--- config.mk ---
export PLATFORM = sky130hd
export DESIGN_NAME = can_feedback_id_hash_table
export DESIGN_NICKNAME = d
export VERILOG_FILES = /design/src/hw/rtl/cfiht_pkg.sv /design/src/hw/rtl/cfiht_ram.sv /design/src/hw/rtl/cfiht_ctrl.sv /design/src/hw/rtl/cfiht_dpath.sv /design/src/hw/rtl/can_feedback_id_hash_table.sv
export SDC_FILE = /design/constraint.sdc
export NUM_CORES = 1
export LEC_CHECK = 0
export CELL_PAD_IN_SITES_DETAIL_PLACEMENT = 1
export CELL_PAD_IN_SITES_GLOBAL_PLACEMENT = 2
export CORE_UTILIZATION = 46
export DETAILED_ROUTE_END_ITERATION = 7
export DONT_BUFFER_PORTS = 1
export PLACE_DENSITY = 0.78
export SLEW_MARGIN = 30
export SYNTH_ARGS = -nofsm -noshare
export SYNTH_HDL_FRONTEND = slang
export SYNTH_SLANG_ARGS = --single-unit
--- constraint.sdc ---
create_clock -name clock -period 3.6 [get_ports clock]
set_input_delay 0.36 -clock clock [delete_from_list [all_inputs] [get_ports clock]]
set_output_delay 0.36 -clock clock [all_outputs]
set_load 0.01 [all_outputs]
--- src/hw/rtl/cfiht_pkg.sv ---
// ----------------------------------------------------------------------------
// cfiht_pkg: shared types and constants of the feedback id hash table
// Holds the field widths, the action and status codes, the controller states
// and the command and status groups between the controller and the datapath.
// ----------------------------------------------------------------------------
package cfiht_pkg;

   // Default sizes of the table and of the owner range.
   localparam int TABLE_SLOTS_DEFAULT = 16;
   localparam int OWNER_COUNT_DEFAULT = 8;

   // Field widths.
   localparam int ACTION_W = 2;
   localparam int BUS_W    = 8;
   localparam int ID_W     = 11;
   localparam int OWNER_W  = 6;
   localparam int STATUS_W = 3;

   // The bus number is shifted by this much before it is folded into the id.
   localparam int BUS_SHIFT = 5;
   localparam int KEY_BITS  = BUS_W + BUS_SHIFT;

   // The home slot remainder takes a reciprocal multiply, a back multiply
   // with subtract, and one corrective subtract, in that order.
   localparam int HASH_STEPS = 3;
   localparam int HCNT_W     = 2;

   // Request action codes.
   typedef enum logic [ACTION_W-1:0] {
      ACT_CLEAR  = 2'd0,
      ACT_INSERT = 2'd1,
      ACT_LOOKUP = 2'd2
   } action_type;

   // Response status codes.
   typedef enum logic [STATUS_W-1:0] {
      RSP_CLEARED   = 3'd0,
      RSP_INSERTED  = 3'd1,
      RSP_DUPLICATE = 3'd2,
      RSP_REJECTED  = 3'd3,
      RSP_FULL      = 3'd4,
      RSP_HIT       = 3'd5,
      RSP_MISS      = 3'd6
   } rsp_status_type;

   // Controller states.
   typedef enum logic [2:0] {
      S_IDLE,
      S_HASH,
      S_PRIME,
      S_PROBE,
      S_HOLD
   } ctrl_state_type;

   // One stored table entry.
   typedef struct packed {
      logic [BUS_W-1:0]   bus;
      logic [ID_W-1:0]    can_id;
      logic [OWNER_W-1:0] owner;
   } slot_type;

   // Commands from the controller to the datapath.
   typedef struct packed {
      logic           load_key;
      logic           clear_used;
      logic           hash_step;
      logic           prime;
      logic           probe_next;
      logic           write_slot;
      logic           set_res;
      logic           res_hit;
      rsp_status_type res_code;
      logic           load_rsp;
   } dp_cmd_type;

   // Status from the datapath to the controller.
   typedef struct packed {
      action_type req_action;
      logic       req_insert_ok;
      logic       key_insert;
      logic       hash_done;
      logic       chk_used;
      logic       chk_match;
      logic       chk_last;
      logic       out_free;
   } dp_stat_type;

endpackage

--- src/hw/rtl/cfiht_ram.sv ---
// ----------------------------------------------------------------------------
// cfiht_ram: generic simple dual-port RAM
// One write port and one read port; the read data is registered.
// ----------------------------------------------------------------------------
module cfiht_ram #(
   parameter int WIDTH = 8,
   parameter int DEPTH = 16
) (
   input  logic                     clock,
   input  logic                     wr_en,
   input  logic [$clog2(DEPTH)-1:0] wr_addr,
   input  logic [WIDTH-1:0]         wr_data,
   input  logic [$clog2(DEPTH)-1:0] rd_addr,
   output logic [WIDTH-1:0]         rd_data
);

   logic [WIDTH-1:0] mem_ff [DEPTH];
   logic [WIDTH-1:0] rd_data_ff;

   // Write port and registered read port.
   always_ff @(posedge clock) begin
      if (wr_en) begin
         mem_ff[wr_addr] <= wr_data;
      end
      rd_data_ff <= mem_ff[rd_addr];
   end

   assign rd_data = rd_data_ff;

endmodule

--- src/hw/rtl/cfiht_ctrl.sv ---
// ----------------------------------------------------------------------------
// cfiht_ctrl: controller of the feedback id hash table
// Sequences one request through hashing, probing and the response hold.
// ----------------------------------------------------------------------------
module cfiht_ctrl (
   input  logic                    clock,
   input  logic                    reset,
   input  logic                    req_valid,
   output logic                    req_stall,
   input  cfiht_pkg::dp_stat_type  stat,
   output cfiht_pkg::dp_cmd_type   cmd
);

   cfiht_pkg::ctrl_state_type state_ff;
   cfiht_pkg::ctrl_state_type state_in;

   // State register.
   always_ff @(posedge clock) begin
      if (reset) begin
         state_ff <= cfiht_pkg::S_IDLE;
      end else begin
         state_ff <= state_in;
      end
   end

   // Next state and commands.
   always_comb begin
      state_in  = state_ff;
      cmd       = '0;
      req_stall = 1'b1;
      unique case (state_ff)
         cfiht_pkg::S_IDLE: begin
            req_stall = 1'b0;
            if (req_valid) begin
               cmd.load_key = 1'b1;
               unique case (stat.req_action)
                  cfiht_pkg::ACT_CLEAR: begin
                     cmd.clear_used = 1'b1;
                     cmd.set_res    = 1'b1;
                     cmd.res_code   = cfiht_pkg::RSP_CLEARED;
                     state_in       = cfiht_pkg::S_HOLD;
                  end
                  cfiht_pkg::ACT_INSERT: begin
                     if (stat.req_insert_ok) begin
                        state_in = cfiht_pkg::S_HASH;
                     end else begin
                        cmd.set_res  = 1'b1;
                        cmd.res_code = cfiht_pkg::RSP_REJECTED;
                        state_in     = cfiht_pkg::S_HOLD;
                     end
                  end
                  cfiht_pkg::ACT_LOOKUP: begin
                     state_in = cfiht_pkg::S_HASH;
                  end
                  default: begin
                     cmd.set_res  = 1'b1;
                     cmd.res_code = cfiht_pkg::RSP_REJECTED;
                     state_in     = cfiht_pkg::S_HOLD;
                  end
               endcase
            end
         end
         cfiht_pkg::S_HASH: begin
            cmd.hash_step = 1'b1;
            if (stat.hash_done) begin
               state_in = cfiht_pkg::S_PRIME;
            end
         end
         cfiht_pkg::S_PRIME: begin
            cmd.prime = 1'b1;
            state_in  = cfiht_pkg::S_PROBE;
         end
         cfiht_pkg::S_PROBE: begin
            if (!stat.chk_used) begin
               // An empty slot ends the probe: fill it, or report a miss.
               cmd.set_res = 1'b1;
               if (stat.key_insert) begin
                  cmd.write_slot = 1'b1;
                  cmd.res_code   = cfiht_pkg::RSP_INSERTED;
               end else begin
                  cmd.res_code   = cfiht_pkg::RSP_MISS;
               end
               state_in = cfiht_pkg::S_HOLD;
            end else if (stat.chk_match) begin
               cmd.set_res = 1'b1;
               if (stat.key_insert) begin
                  cmd.res_code = cfiht_pkg::RSP_DUPLICATE;
               end else begin
                  cmd.res_hit  = 1'b1;
                  cmd.res_code = cfiht_pkg::RSP_HIT;
               end
               state_in = cfiht_pkg::S_HOLD;
            end else if (stat.chk_last) begin
               // A full pass found neither a free slot nor the key.
               cmd.set_res  = 1'b1;
               cmd.res_code = stat.key_insert ? cfiht_pkg::RSP_FULL : cfiht_pkg::RSP_MISS;
               state_in     = cfiht_pkg::S_HOLD;
            end else begin
               cmd.probe_next = 1'b1;
            end
         end
         cfiht_pkg::S_HOLD: begin
            if (stat.out_free) begin
               cmd.load_rsp = 1'b1;
               state_in     = cfiht_pkg::S_IDLE;
            end
         end
         default: begin
            state_in = cfiht_pkg::S_IDLE;
         end
      endcase
   end

endmodule

--- src/hw/rtl/cfiht_dpath.sv ---
// ----------------------------------------------------------------------------
// cfiht_dpath: datapath of the feedback id hash table
// Key registers, the home slot remainder by reciprocal multiplication, the
// probe address walk, the entry RAM with its valid bits, and the response
// register.
// ----------------------------------------------------------------------------
module cfiht_dpath #(
   parameter int TABLE_SLOTS = cfiht_pkg::TABLE_SLOTS_DEFAULT,
   parameter int OWNER_COUNT = cfiht_pkg::OWNER_COUNT_DEFAULT
) (
   input  logic                              clock,
   input  logic                              reset,
   input  logic [cfiht_pkg::ACTION_W-1:0]    req_action,
   input  logic [cfiht_pkg::BUS_W-1:0]       req_bus,
   input  logic [cfiht_pkg::ID_W-1:0]        req_can_id,
   input  logic [cfiht_pkg::OWNER_W-1:0]     req_owner_index,
   input  logic                              req_eligible,
   output logic                              rsp_valid,
   input  logic                              rsp_stall,
   output logic [cfiht_pkg::STATUS_W-1:0]    rsp_status,
   output logic [cfiht_pkg::OWNER_W-1:0]     rsp_found_owner,
   input  cfiht_pkg::dp_cmd_type             cmd,
   output cfiht_pkg::dp_stat_type            stat
);

   localparam int AW = $clog2(TABLE_SLOTS);
   localparam int KB = cfiht_pkg::KEY_BITS;
   localparam int HW = cfiht_pkg::HCNT_W;
   localparam logic [AW-1:0] LAST_SLOT = AW'(TABLE_SLOTS - 1);
   localparam logic [KB-1:0] SLOTS_KB  = KB'(TABLE_SLOTS);
   // Rounded-down reciprocal; the quotient estimate is short by at most one.
   localparam logic [KB-1:0] RECIP     = KB'((1 << KB) / TABLE_SLOTS);

   // Key of the request in work.
   logic [cfiht_pkg::BUS_W-1:0]   key_bus_ff, key_bus_in;
   logic [cfiht_pkg::ID_W-1:0]    key_id_ff, key_id_in;
   logic [cfiht_pkg::OWNER_W-1:0] key_owner_ff, key_owner_in;
   logic                          key_insert_ff, key_insert_in;

   // Home slot remainder unit.
   logic [KB-1:0]   hkey_ff, hkey_in;
   logic [HW-1:0]   hcnt_ff, hcnt_in;
   logic [KB-1:0]   quot_ff, quot_in;
   logic [KB-1:0]   diff_ff, diff_in;
   logic [AW-1:0]   rem_ff, rem_in;
   logic [2*KB-1:0] hprod;

   // Probe walk.
   logic [AW-1:0] probe_addr_ff, probe_addr_in;
   logic [AW-1:0] chk_addr_ff, chk_addr_in;
   logic [AW-1:0] k_ff, k_in;
   logic [AW-1:0] home;
   logic [AW-1:0] ram_rd_addr;

   // Valid bits of the table entries.
   logic [TABLE_SLOTS-1:0] used_ff, used_in;

   // Staged result and response register.
   cfiht_pkg::rsp_status_type     res_status_ff, res_status_in;
   logic [cfiht_pkg::OWNER_W-1:0] res_owner_ff, res_owner_in;
   logic                          rsp_valid_ff, rsp_valid_in;
   logic [cfiht_pkg::STATUS_W-1:0] rsp_status_ff, rsp_status_in;
   logic [cfiht_pkg::OWNER_W-1:0] rsp_owner_ff, rsp_owner_in;

   // Entry RAM.
   logic [$bits(cfiht_pkg::slot_type)-1:0] ram_rd_data;
   cfiht_pkg::slot_type                    rd_slot;
   cfiht_pkg::slot_type                    wr_slot;

   assign wr_slot.bus    = key_bus_ff;
   assign wr_slot.can_id = key_id_ff;
   assign wr_slot.owner  = key_owner_ff;
   assign rd_slot        = cfiht_pkg::slot_type'(ram_rd_data);

   cfiht_ram #(
      .WIDTH ($bits(cfiht_pkg::slot_type)),
      .DEPTH (TABLE_SLOTS)
   ) u_slot_ram (
      .clock   (clock),
      .wr_en   (cmd.write_slot),
      .wr_addr (chk_addr_ff),
      .wr_data (wr_slot),
      .rd_addr (ram_rd_addr),
      .rd_data (ram_rd_data)
   );

   // Key times the reciprocal; the upper half is the quotient estimate.
   assign hprod = {{KB{1'b0}}, hkey_ff} * {{KB{1'b0}}, RECIP};
   assign home  = rem_ff;

   // The first read goes to the home slot, later reads walk on.
   assign ram_rd_addr = cmd.prime ? home : probe_addr_ff;

   // Next values of the datapath registers.
   always_comb begin
      key_bus_in    = key_bus_ff;
      key_id_in     = key_id_ff;
      key_owner_in  = key_owner_ff;
      key_insert_in = key_insert_ff;
      hkey_in       = hkey_ff;
      hcnt_in       = hcnt_ff;
      quot_in       = quot_ff;
      diff_in       = diff_ff;
      rem_in        = rem_ff;
      probe_addr_in = probe_addr_ff;
      chk_addr_in   = chk_addr_ff;
      k_in          = k_ff;
      used_in       = used_ff;
      res_status_in = res_status_ff;
      res_owner_in  = res_owner_ff;
      rsp_valid_in  = rsp_valid_ff;
      rsp_status_in = rsp_status_ff;
      rsp_owner_in  = rsp_owner_ff;

      if (cmd.load_key) begin
         key_bus_in    = req_bus;
         key_id_in     = req_can_id;
         key_owner_in  = req_owner_index;
         key_insert_in = (cfiht_pkg::action_type'(req_action) == cfiht_pkg::ACT_INSERT);
         hkey_in       = KB'(req_can_id) ^ {req_bus, {cfiht_pkg::BUS_SHIFT{1'b0}}};
         hcnt_in       = '0;
         rem_in        = '0;
      end

      // Three-stage remainder: quotient estimate, back subtract, correction.
      if (cmd.hash_step) begin
         hcnt_in = hcnt_ff + 1'b1;
         quot_in = KB'(hprod >> KB);
         diff_in = hkey_ff - quot_ff * SLOTS_KB;
         rem_in  = (diff_ff >= SLOTS_KB) ? AW'(diff_ff - SLOTS_KB) : AW'(diff_ff);
      end

      if (cmd.prime) begin
         chk_addr_in   = home;
         probe_addr_in = (home == LAST_SLOT) ? '0 : home + 1'b1;
         k_in          = '0;
      end

      if (cmd.probe_next) begin
         chk_addr_in   = probe_addr_ff;
         probe_addr_in = (probe_addr_ff == LAST_SLOT) ? '0 : probe_addr_ff + 1'b1;
         k_in          = k_ff + 1'b1;
      end

      if (cmd.clear_used) begin
         used_in = '0;
      end
      if (cmd.write_slot) begin
         used_in[chk_addr_ff] = 1'b1;
      end

      if (cmd.set_res) begin
         res_status_in = cmd.res_code;
         res_owner_in  = cmd.res_hit ? rd_slot.owner : '0;
      end

      // The response register drains on an accepted beat and refills on load.
      if (rsp_valid_ff && !rsp_stall) begin
         rsp_valid_in = 1'b0;
      end
      if (cmd.load_rsp) begin
         rsp_valid_in  = 1'b1;
         rsp_status_in = res_status_ff;
         rsp_owner_in  = res_owner_ff;
      end
   end

   // Control registers.
   always_ff @(posedge clock) begin
      if (reset) begin
         used_ff      <= '0;
         rsp_valid_ff <= 1'b0;
      end else begin
         used_ff      <= used_in;
         rsp_valid_ff <= rsp_valid_in;
      end
   end

   // Payload registers.
   always_ff @(posedge clock) begin
      key_bus_ff    <= key_bus_in;
      key_id_ff     <= key_id_in;
      key_owner_ff  <= key_owner_in;
      key_insert_ff <= key_insert_in;
      hkey_ff       <= hkey_in;
      hcnt_ff       <= hcnt_in;
      quot_ff       <= quot_in;
      diff_ff       <= diff_in;
      rem_ff        <= rem_in;
      probe_addr_ff <= probe_addr_in;
      chk_addr_ff   <= chk_addr_in;
      k_ff          <= k_in;
      res_status_ff <= res_status_in;
      res_owner_ff  <= res_owner_in;
      rsp_status_ff <= rsp_status_in;
      rsp_owner_ff  <= rsp_owner_in;
   end

   // Status back to the controller.
   always_comb begin
      stat.req_action    = cfiht_pkg::action_type'(req_action);
      stat.req_insert_ok = req_eligible && (req_bus != '0) &&
                           ({1'b0, req_owner_index} <
                            (cfiht_pkg::OWNER_W + 1)'(OWNER_COUNT));
      stat.key_insert    = key_insert_ff;
      stat.hash_done     = (hcnt_ff == HW'(cfiht_pkg::HASH_STEPS - 1));
      stat.chk_used      = used_ff[chk_addr_ff];
      stat.chk_match     = (rd_slot.bus == key_bus_ff) && (rd_slot.can_id == key_id_ff);
      stat.chk_last      = (k_ff == LAST_SLOT);
      stat.out_free      = !rsp_valid_ff || !rsp_stall;
   end

   assign rsp_valid       = rsp_valid_ff;
   assign rsp_status      = rsp_status_ff;
   assign rsp_found_owner = rsp_owner_ff;

   // A slot is only ever filled while it is empty.
   a_write_empty: assert property (@(posedge clock) disable iff (reset)
      cmd.write_slot |-> !used_ff[chk_addr_ff])
      else $error("insert wrote a slot that was already in use");

   // A filled slot reads as used on the next cycle.
   a_write_marks: assert property (@(posedge clock) disable iff (reset)
      cmd.write_slot |=> used_ff[$past(chk_addr_ff)])
      else $error("filled slot not marked as used");

   // The probe never walks past one full pass.
   a_probe_bound: assert property (@(posedge clock) disable iff (reset)
      cmd.probe_next |-> (k_ff != LAST_SLOT))
      else $error("probe went beyond one pass of the table");

   // A new response never overwrites one that is still stalled.
   a_no_overwrite: assert property (@(posedge clock) disable iff (reset)
      cmd.load_rsp |-> !(rsp_valid_ff && rsp_stall))
      else $error("response register overwritten while stalled");

endmodule

--- src/hw/rtl/can_feedback_id_hash_table.sv ---
// ----------------------------------------------------------------------------
// can_feedback_id_hash_table: CAN feedback id to owner hash table
// Open-addressing table keyed by (bus, standard id) with linear probing.
// Each request clears the table, inserts a key or looks one up.
//
//   Channel  Direction  Handshake               Payload
//   req      in         req_valid / req_stall   action, bus, can_id,
//                                               owner_index, eligible
//   rsp      out        rsp_valid / rsp_stall   status, found_owner
//
// A clear, a refused insert or an unused action sets its result at the request
// beat and reaches the response register from the hold state. An insert or a
// lookup loads its key, forms the home slot remainder (reciprocal multiply,
// back multiply and subtract, one correction), primes a read of the home slot
// and probes P slots (1 to TABLE_SLOTS), one slot a cycle through the entry
// RAM read port, before its result reaches the response register.
// Reset clears the controller, the response valid and all slot valid bits;
// the entry RAM is not cleared and is only read under a valid bit.
// A stalled response holds in its register; the next request beat is taken
// as soon as the previous result has moved into that register.
// ----------------------------------------------------------------------------
module can_feedback_id_hash_table #(
   parameter int TABLE_SLOTS = cfiht_pkg::TABLE_SLOTS_DEFAULT,
   parameter int OWNER_COUNT = cfiht_pkg::OWNER_COUNT_DEFAULT
) (
   input  logic                           clock,
   input  logic                           reset,
   input  logic                           req_valid,
   output logic                           req_stall,
   input  logic [cfiht_pkg::ACTION_W-1:0] req_action,
   input  logic [cfiht_pkg::BUS_W-1:0]    req_bus,
   input  logic [cfiht_pkg::ID_W-1:0]     req_can_id,
   input  logic [cfiht_pkg::OWNER_W-1:0]  req_owner_index,
   input  logic                           req_eligible,
   output logic                           rsp_valid,
   input  logic                           rsp_stall,
   output logic [cfiht_pkg::STATUS_W-1:0] rsp_status,
   output logic [cfiht_pkg::OWNER_W-1:0]  rsp_found_owner
);

   cfiht_pkg::dp_cmd_type  cmd;
   cfiht_pkg::dp_stat_type stat;

   // Request sequencing.
   cfiht_ctrl u_ctrl (
      .clock     (clock),
      .reset     (reset),
      .req_valid (req_valid),
      .req_stall (req_stall),
      .stat      (stat),
      .cmd       (cmd)
   );

   // Table storage, hashing and response register.
   cfiht_dpath #(
      .TABLE_SLOTS (TABLE_SLOTS),
      .OWNER_COUNT (OWNER_COUNT)
   ) u_dpath (
      .clock           (clock),
      .reset           (reset),
      .req_action      (req_action),
      .req_bus         (req_bus),
      .req_can_id      (req_can_id),
      .req_owner_index (req_owner_index),
      .req_eligible    (req_eligible),
      .rsp_valid       (rsp_valid),
      .rsp_stall       (rsp_stall),
      .rsp_status      (rsp_status),
      .rsp_found_owner (rsp_found_owner),
      .cmd             (cmd),
      .stat            (stat)
   );

endmodule
==> results.txt <==
After layout, the worst path uses between 90 and 100% of the clock period. The area enclosed by the die boundary came out at 44100 um2. The sequential cell area in the final layout came out at 14900 um2. Relative to the synthesized area, the layout overhead comes to 17.0%. The per-cell via count in the routed design came out at 5.65. Yosys instantiated no cell more often than sky130_fd_sc_hd__edfxtp_1. The number of routed nets with antenna violations is 0. The final worst clock skew came out at slightly below 0.02 ns.

The number of nets in the final layout is ~1.6k. The path type of the worst setup path is flop to flop. Walking the worst path, the cells encountered are mux4_2, nand3b_1, nand4_1, nor3_1, nand2_1, nor2_4, buf_12. Entering global routing, the biggest net connects between 70 and 80 pins. For this block, the initial DRC count from the detailed router was 891.

The starting density of the core came out at 47.1%. The total clock buffers created by CTS is 53. At the worst endpoint, the arrival time is roughly 3.6 ns.

After clock tree synthesis, the flow added hold-fix buffers numbering 27. The cell count after synthesis is between 1k and 1.5k. The area share of the largest cell type after synthesis is 70.3%.

The highest ir drop seen on vdd came out at 0.000484 V. The total setup violations reported at the end of the flow is 0. The count of vias placed by the detailed router is 12.1k.

The floorplan step defined a core boundary enclosing 42300 um2. The number of distinct library cells after synthesis is 47. The most used flip-flop cell after synthesis is sky130_fd_sc_hd__edfxtp_1. STA classifies the critical path startpoint as a flop. After detailed routing, the average wire length per cell comes to 25.0 um. The number of nets in the synthesized netlist is 1472.

In this run the worst path has a maximum fanout of 22. The H-tree generated during clock tree synthesis spans 2 levels. The areal power density over the cells came out at 669 nW/um2. The data required time of the worst path came out at 3.90 ns.

Clock tree synthesis selected as its root buffer the cell sky130_fd_sc_hd__clkbuf_16. The cell taking the most area after synthesis is sky130_fd_sc_hd__edfxtp_1. The number of synthesis warnings is 0.

The number of port buffers is 0. The class of the tightest hold or removal check is input port to flop. The number of cell rows is 75.

The relative max-transition margin is 41.9%. The number of DRC violations after detailed routing came out at 0. For the pin with the worst max-slew slack, the measured transition is 0.870 ns.

The number of setup buffers added after CTS came out at 0. Sorting the synthesized cells by how often they occur yields 466 x sky130_fd_sc_hd__edfxtp_1, 384 x sky130_fd_sc_hd__nand2_1, 155 x sky130_fd_sc_hd__nand3_1. The all-layer global routing usage is approximately a quarter. The flop and latch count out of synthesis is a little over 500. After synthesis, the cell types taking the most area are sky130_fd_sc_hd__edfxtp_1 70%, sky130_fd_sc_hd__nand2_1 7.2%, sky130_fd_sc_hd__dfxtp_1 4.5%. The highest attainable clock frequency is 301 MHz. The average size of a mapped cell came out at 13.9 um2. The CTS clock-pin slew for the worst setup and hold paths came out at 0.06 ns.

The vertical die dimension is approximately 210 um. Yosys mapped a number of flops with a built-in enable equal to about 470. The worst setup path is captured at a flop. The global-route wire length before repair came out at 80000 um. The slowest stage of the critical path is the sky130_fd_sc_hd__nor3_1 cell. The maximum count of clock buffers along a single path is 3. From left edge to right edge, the die measures roughly 210 um.

During I/O placement, the number of pins put on the boundary was 43. The async set-reset flop share out of synthesis is 0%. The final hold violation count came out at 0. The final-report max-slew violation count is 0.

The initial antenna violation count is 0. The critical path's largest stage delay came out at between 0.6 and 0.7 ns. The total overflow left after global routing is 0. Clock tree synthesis found a total of 511 sinks.

The run finished with clean final reports. The sum of net half-perimeters after detailed placement is 34000 um. In this run, post-CTS repair resized a total of 0 instances. The register-to-register setup slack is 0.28 ns. Setup repair after global routing left no endpoint under its margin. Wires add up to around 54000 um. The total leakage power is just over 8 nW. The time the final worst path needs with I/O delays and setup is 3.32 ns. The total standard cell area after synthesis is 19900 um2. The post-layout utilization of the core is 55.1%. The first TritonRoute pass finished after 5 iterations. The area occupied by multi-input gates came out at 4770 um2. Counting the fill cells in the layout gives 4042. Setup total negative slack on the finished layout was measured at 0 ns. The sequential fraction of the synthesis area is 74.8%. The clock tree from TritonCTS is built. The placer congestion estimate came out at 0.841. The antenna diode count is 0. The clock reaches the later pin of the worst-skew pair after 0.61 ns. The ratio of cells with drive above 1 in the final layout came out at roughly an eighth. The number of global-route vias before repair came to 12.8k.

The max-capacitance violation count came out at 0.
[area by class of cell]
type,instances,share of cell area [%]
clock buffer,67,6.09
clock inverter,31,1.51
timing repair buffer,111,4.72
sequential,511,63.9
multi-input combinational,838,20.5
inverter,11,0.177
tap,577,3.10
[metrics by stage]
stage	cell area (um2)	hold WS [ns]	instances	setup WS, ns	power (mW)
final	23300	0.0377	2146	0.276	15.6
after global routing	23300	0.0672	2146	0.0920	16.1
after CTS	23300	0.0313	2146	0.286	15.7
after detailed placement	21300	0.406	2021	0.297	10.2
after global placement	21300	0.401	2021	0.428	10.1
after floorplan	19900	0.400	1433	0.316	8.95
[critical path: cells and delay by family, from the launching register on]
kind                   cells  cell delay, ns
AND/OR/NAND/NOR            5            1.71
multiplexers               1            0.55
buffers and inverters      1            0.22
flip-flops                 1            0.52
[layout by cell type, fill, tap and decap left out, drive strengths merged, types with 4 or more instances in the layout]
cell type    synthesis  routed
nor3                 7       7
ha                   7       7
nand2b               6       6
mux2                 7       7
a21oi                8       8
nand2              384     384
buf                 31      84
o21ai               24      24
mux2i               77      77
xnor2                5       5
clkinv               0      24
o221ai              26      26
and2                11      11
nor4                 6       6
bufinv               0       6
nand3              155     155
dfxtp               45      45
xor2                18      18
mux4                 4       4
edfxtp             466     466
a32oi               25      25
nor2                36      36
clkbuf              42      67
inv                 11      11
dlygate4sd3          0      27
[state kept, by name (all words and copies together) (netlist names), 6 cells and up]
signal / cells
u_dpath.u_slot_ram.mem_ff: 400
u_dpath.u_slot_ram.rd_data: 25
u_dpath.used_ff: 16
u_dpath.hkey_ff: 7
u_dpath.key_bus_ff: 6
u_dpath.key_id_ff: 6
u_dpath.key_owner_ff: 6
u_dpath.res_owner_ff: 6
u_dpath.rsp_found_owner: 6
[final timing paths]
kind	startpoint	end	cells past startpoint
min reg2reg	u_dpath.res_status_ff[0]	u_dpath.rsp_status[0]	0
max	u_dpath.chk_addr_ff[0]	u_dpath.u_slot_ram.mem_ff[15][4]	7
max reg2reg	u_dpath.chk_addr_ff[0]	u_dpath.u_slot_ram.mem_ff[15][4]	7
min	reset	u_dpath.used_ff[14]	3
[power by group]
| part | switching, mW | internal [mW] |
|---|---|---|
| registers | 0.368 | 7.17 |
| logic | 1.73 | 0.789 |
| clock network | 2.29 | 3.24 |
| total | 4.40 | 11.2 |
[per-layer routing]
| layer | part of all wire [%] | wire (um) | track usage, % |
|---|---|---|---|
| met5 | 0 | 0 | 0 |
| met4 | 2.8 | 1490 | 8.43 |
| met3 | 5.7 | 3070 | 4.50 |
| met2 | 48 | 25700 | 40.8 |
| met1 | 44 | 23300 | 33.4 |
[kinds of logic after synthesis]
logic type	count (synthesis)	share of synthesized area [%]
muxes	88	4.80
xor gates and xnor gates	23	1.01
AOI/OAI and AO/OA	97	3.58
DFF	511	74.8
and+or+nand+nor	623	13.4
adders and majority gates	7	0.440
buffers and inverters	84	2.02
No activity file was read; power rests on OpenSTA's default activity.
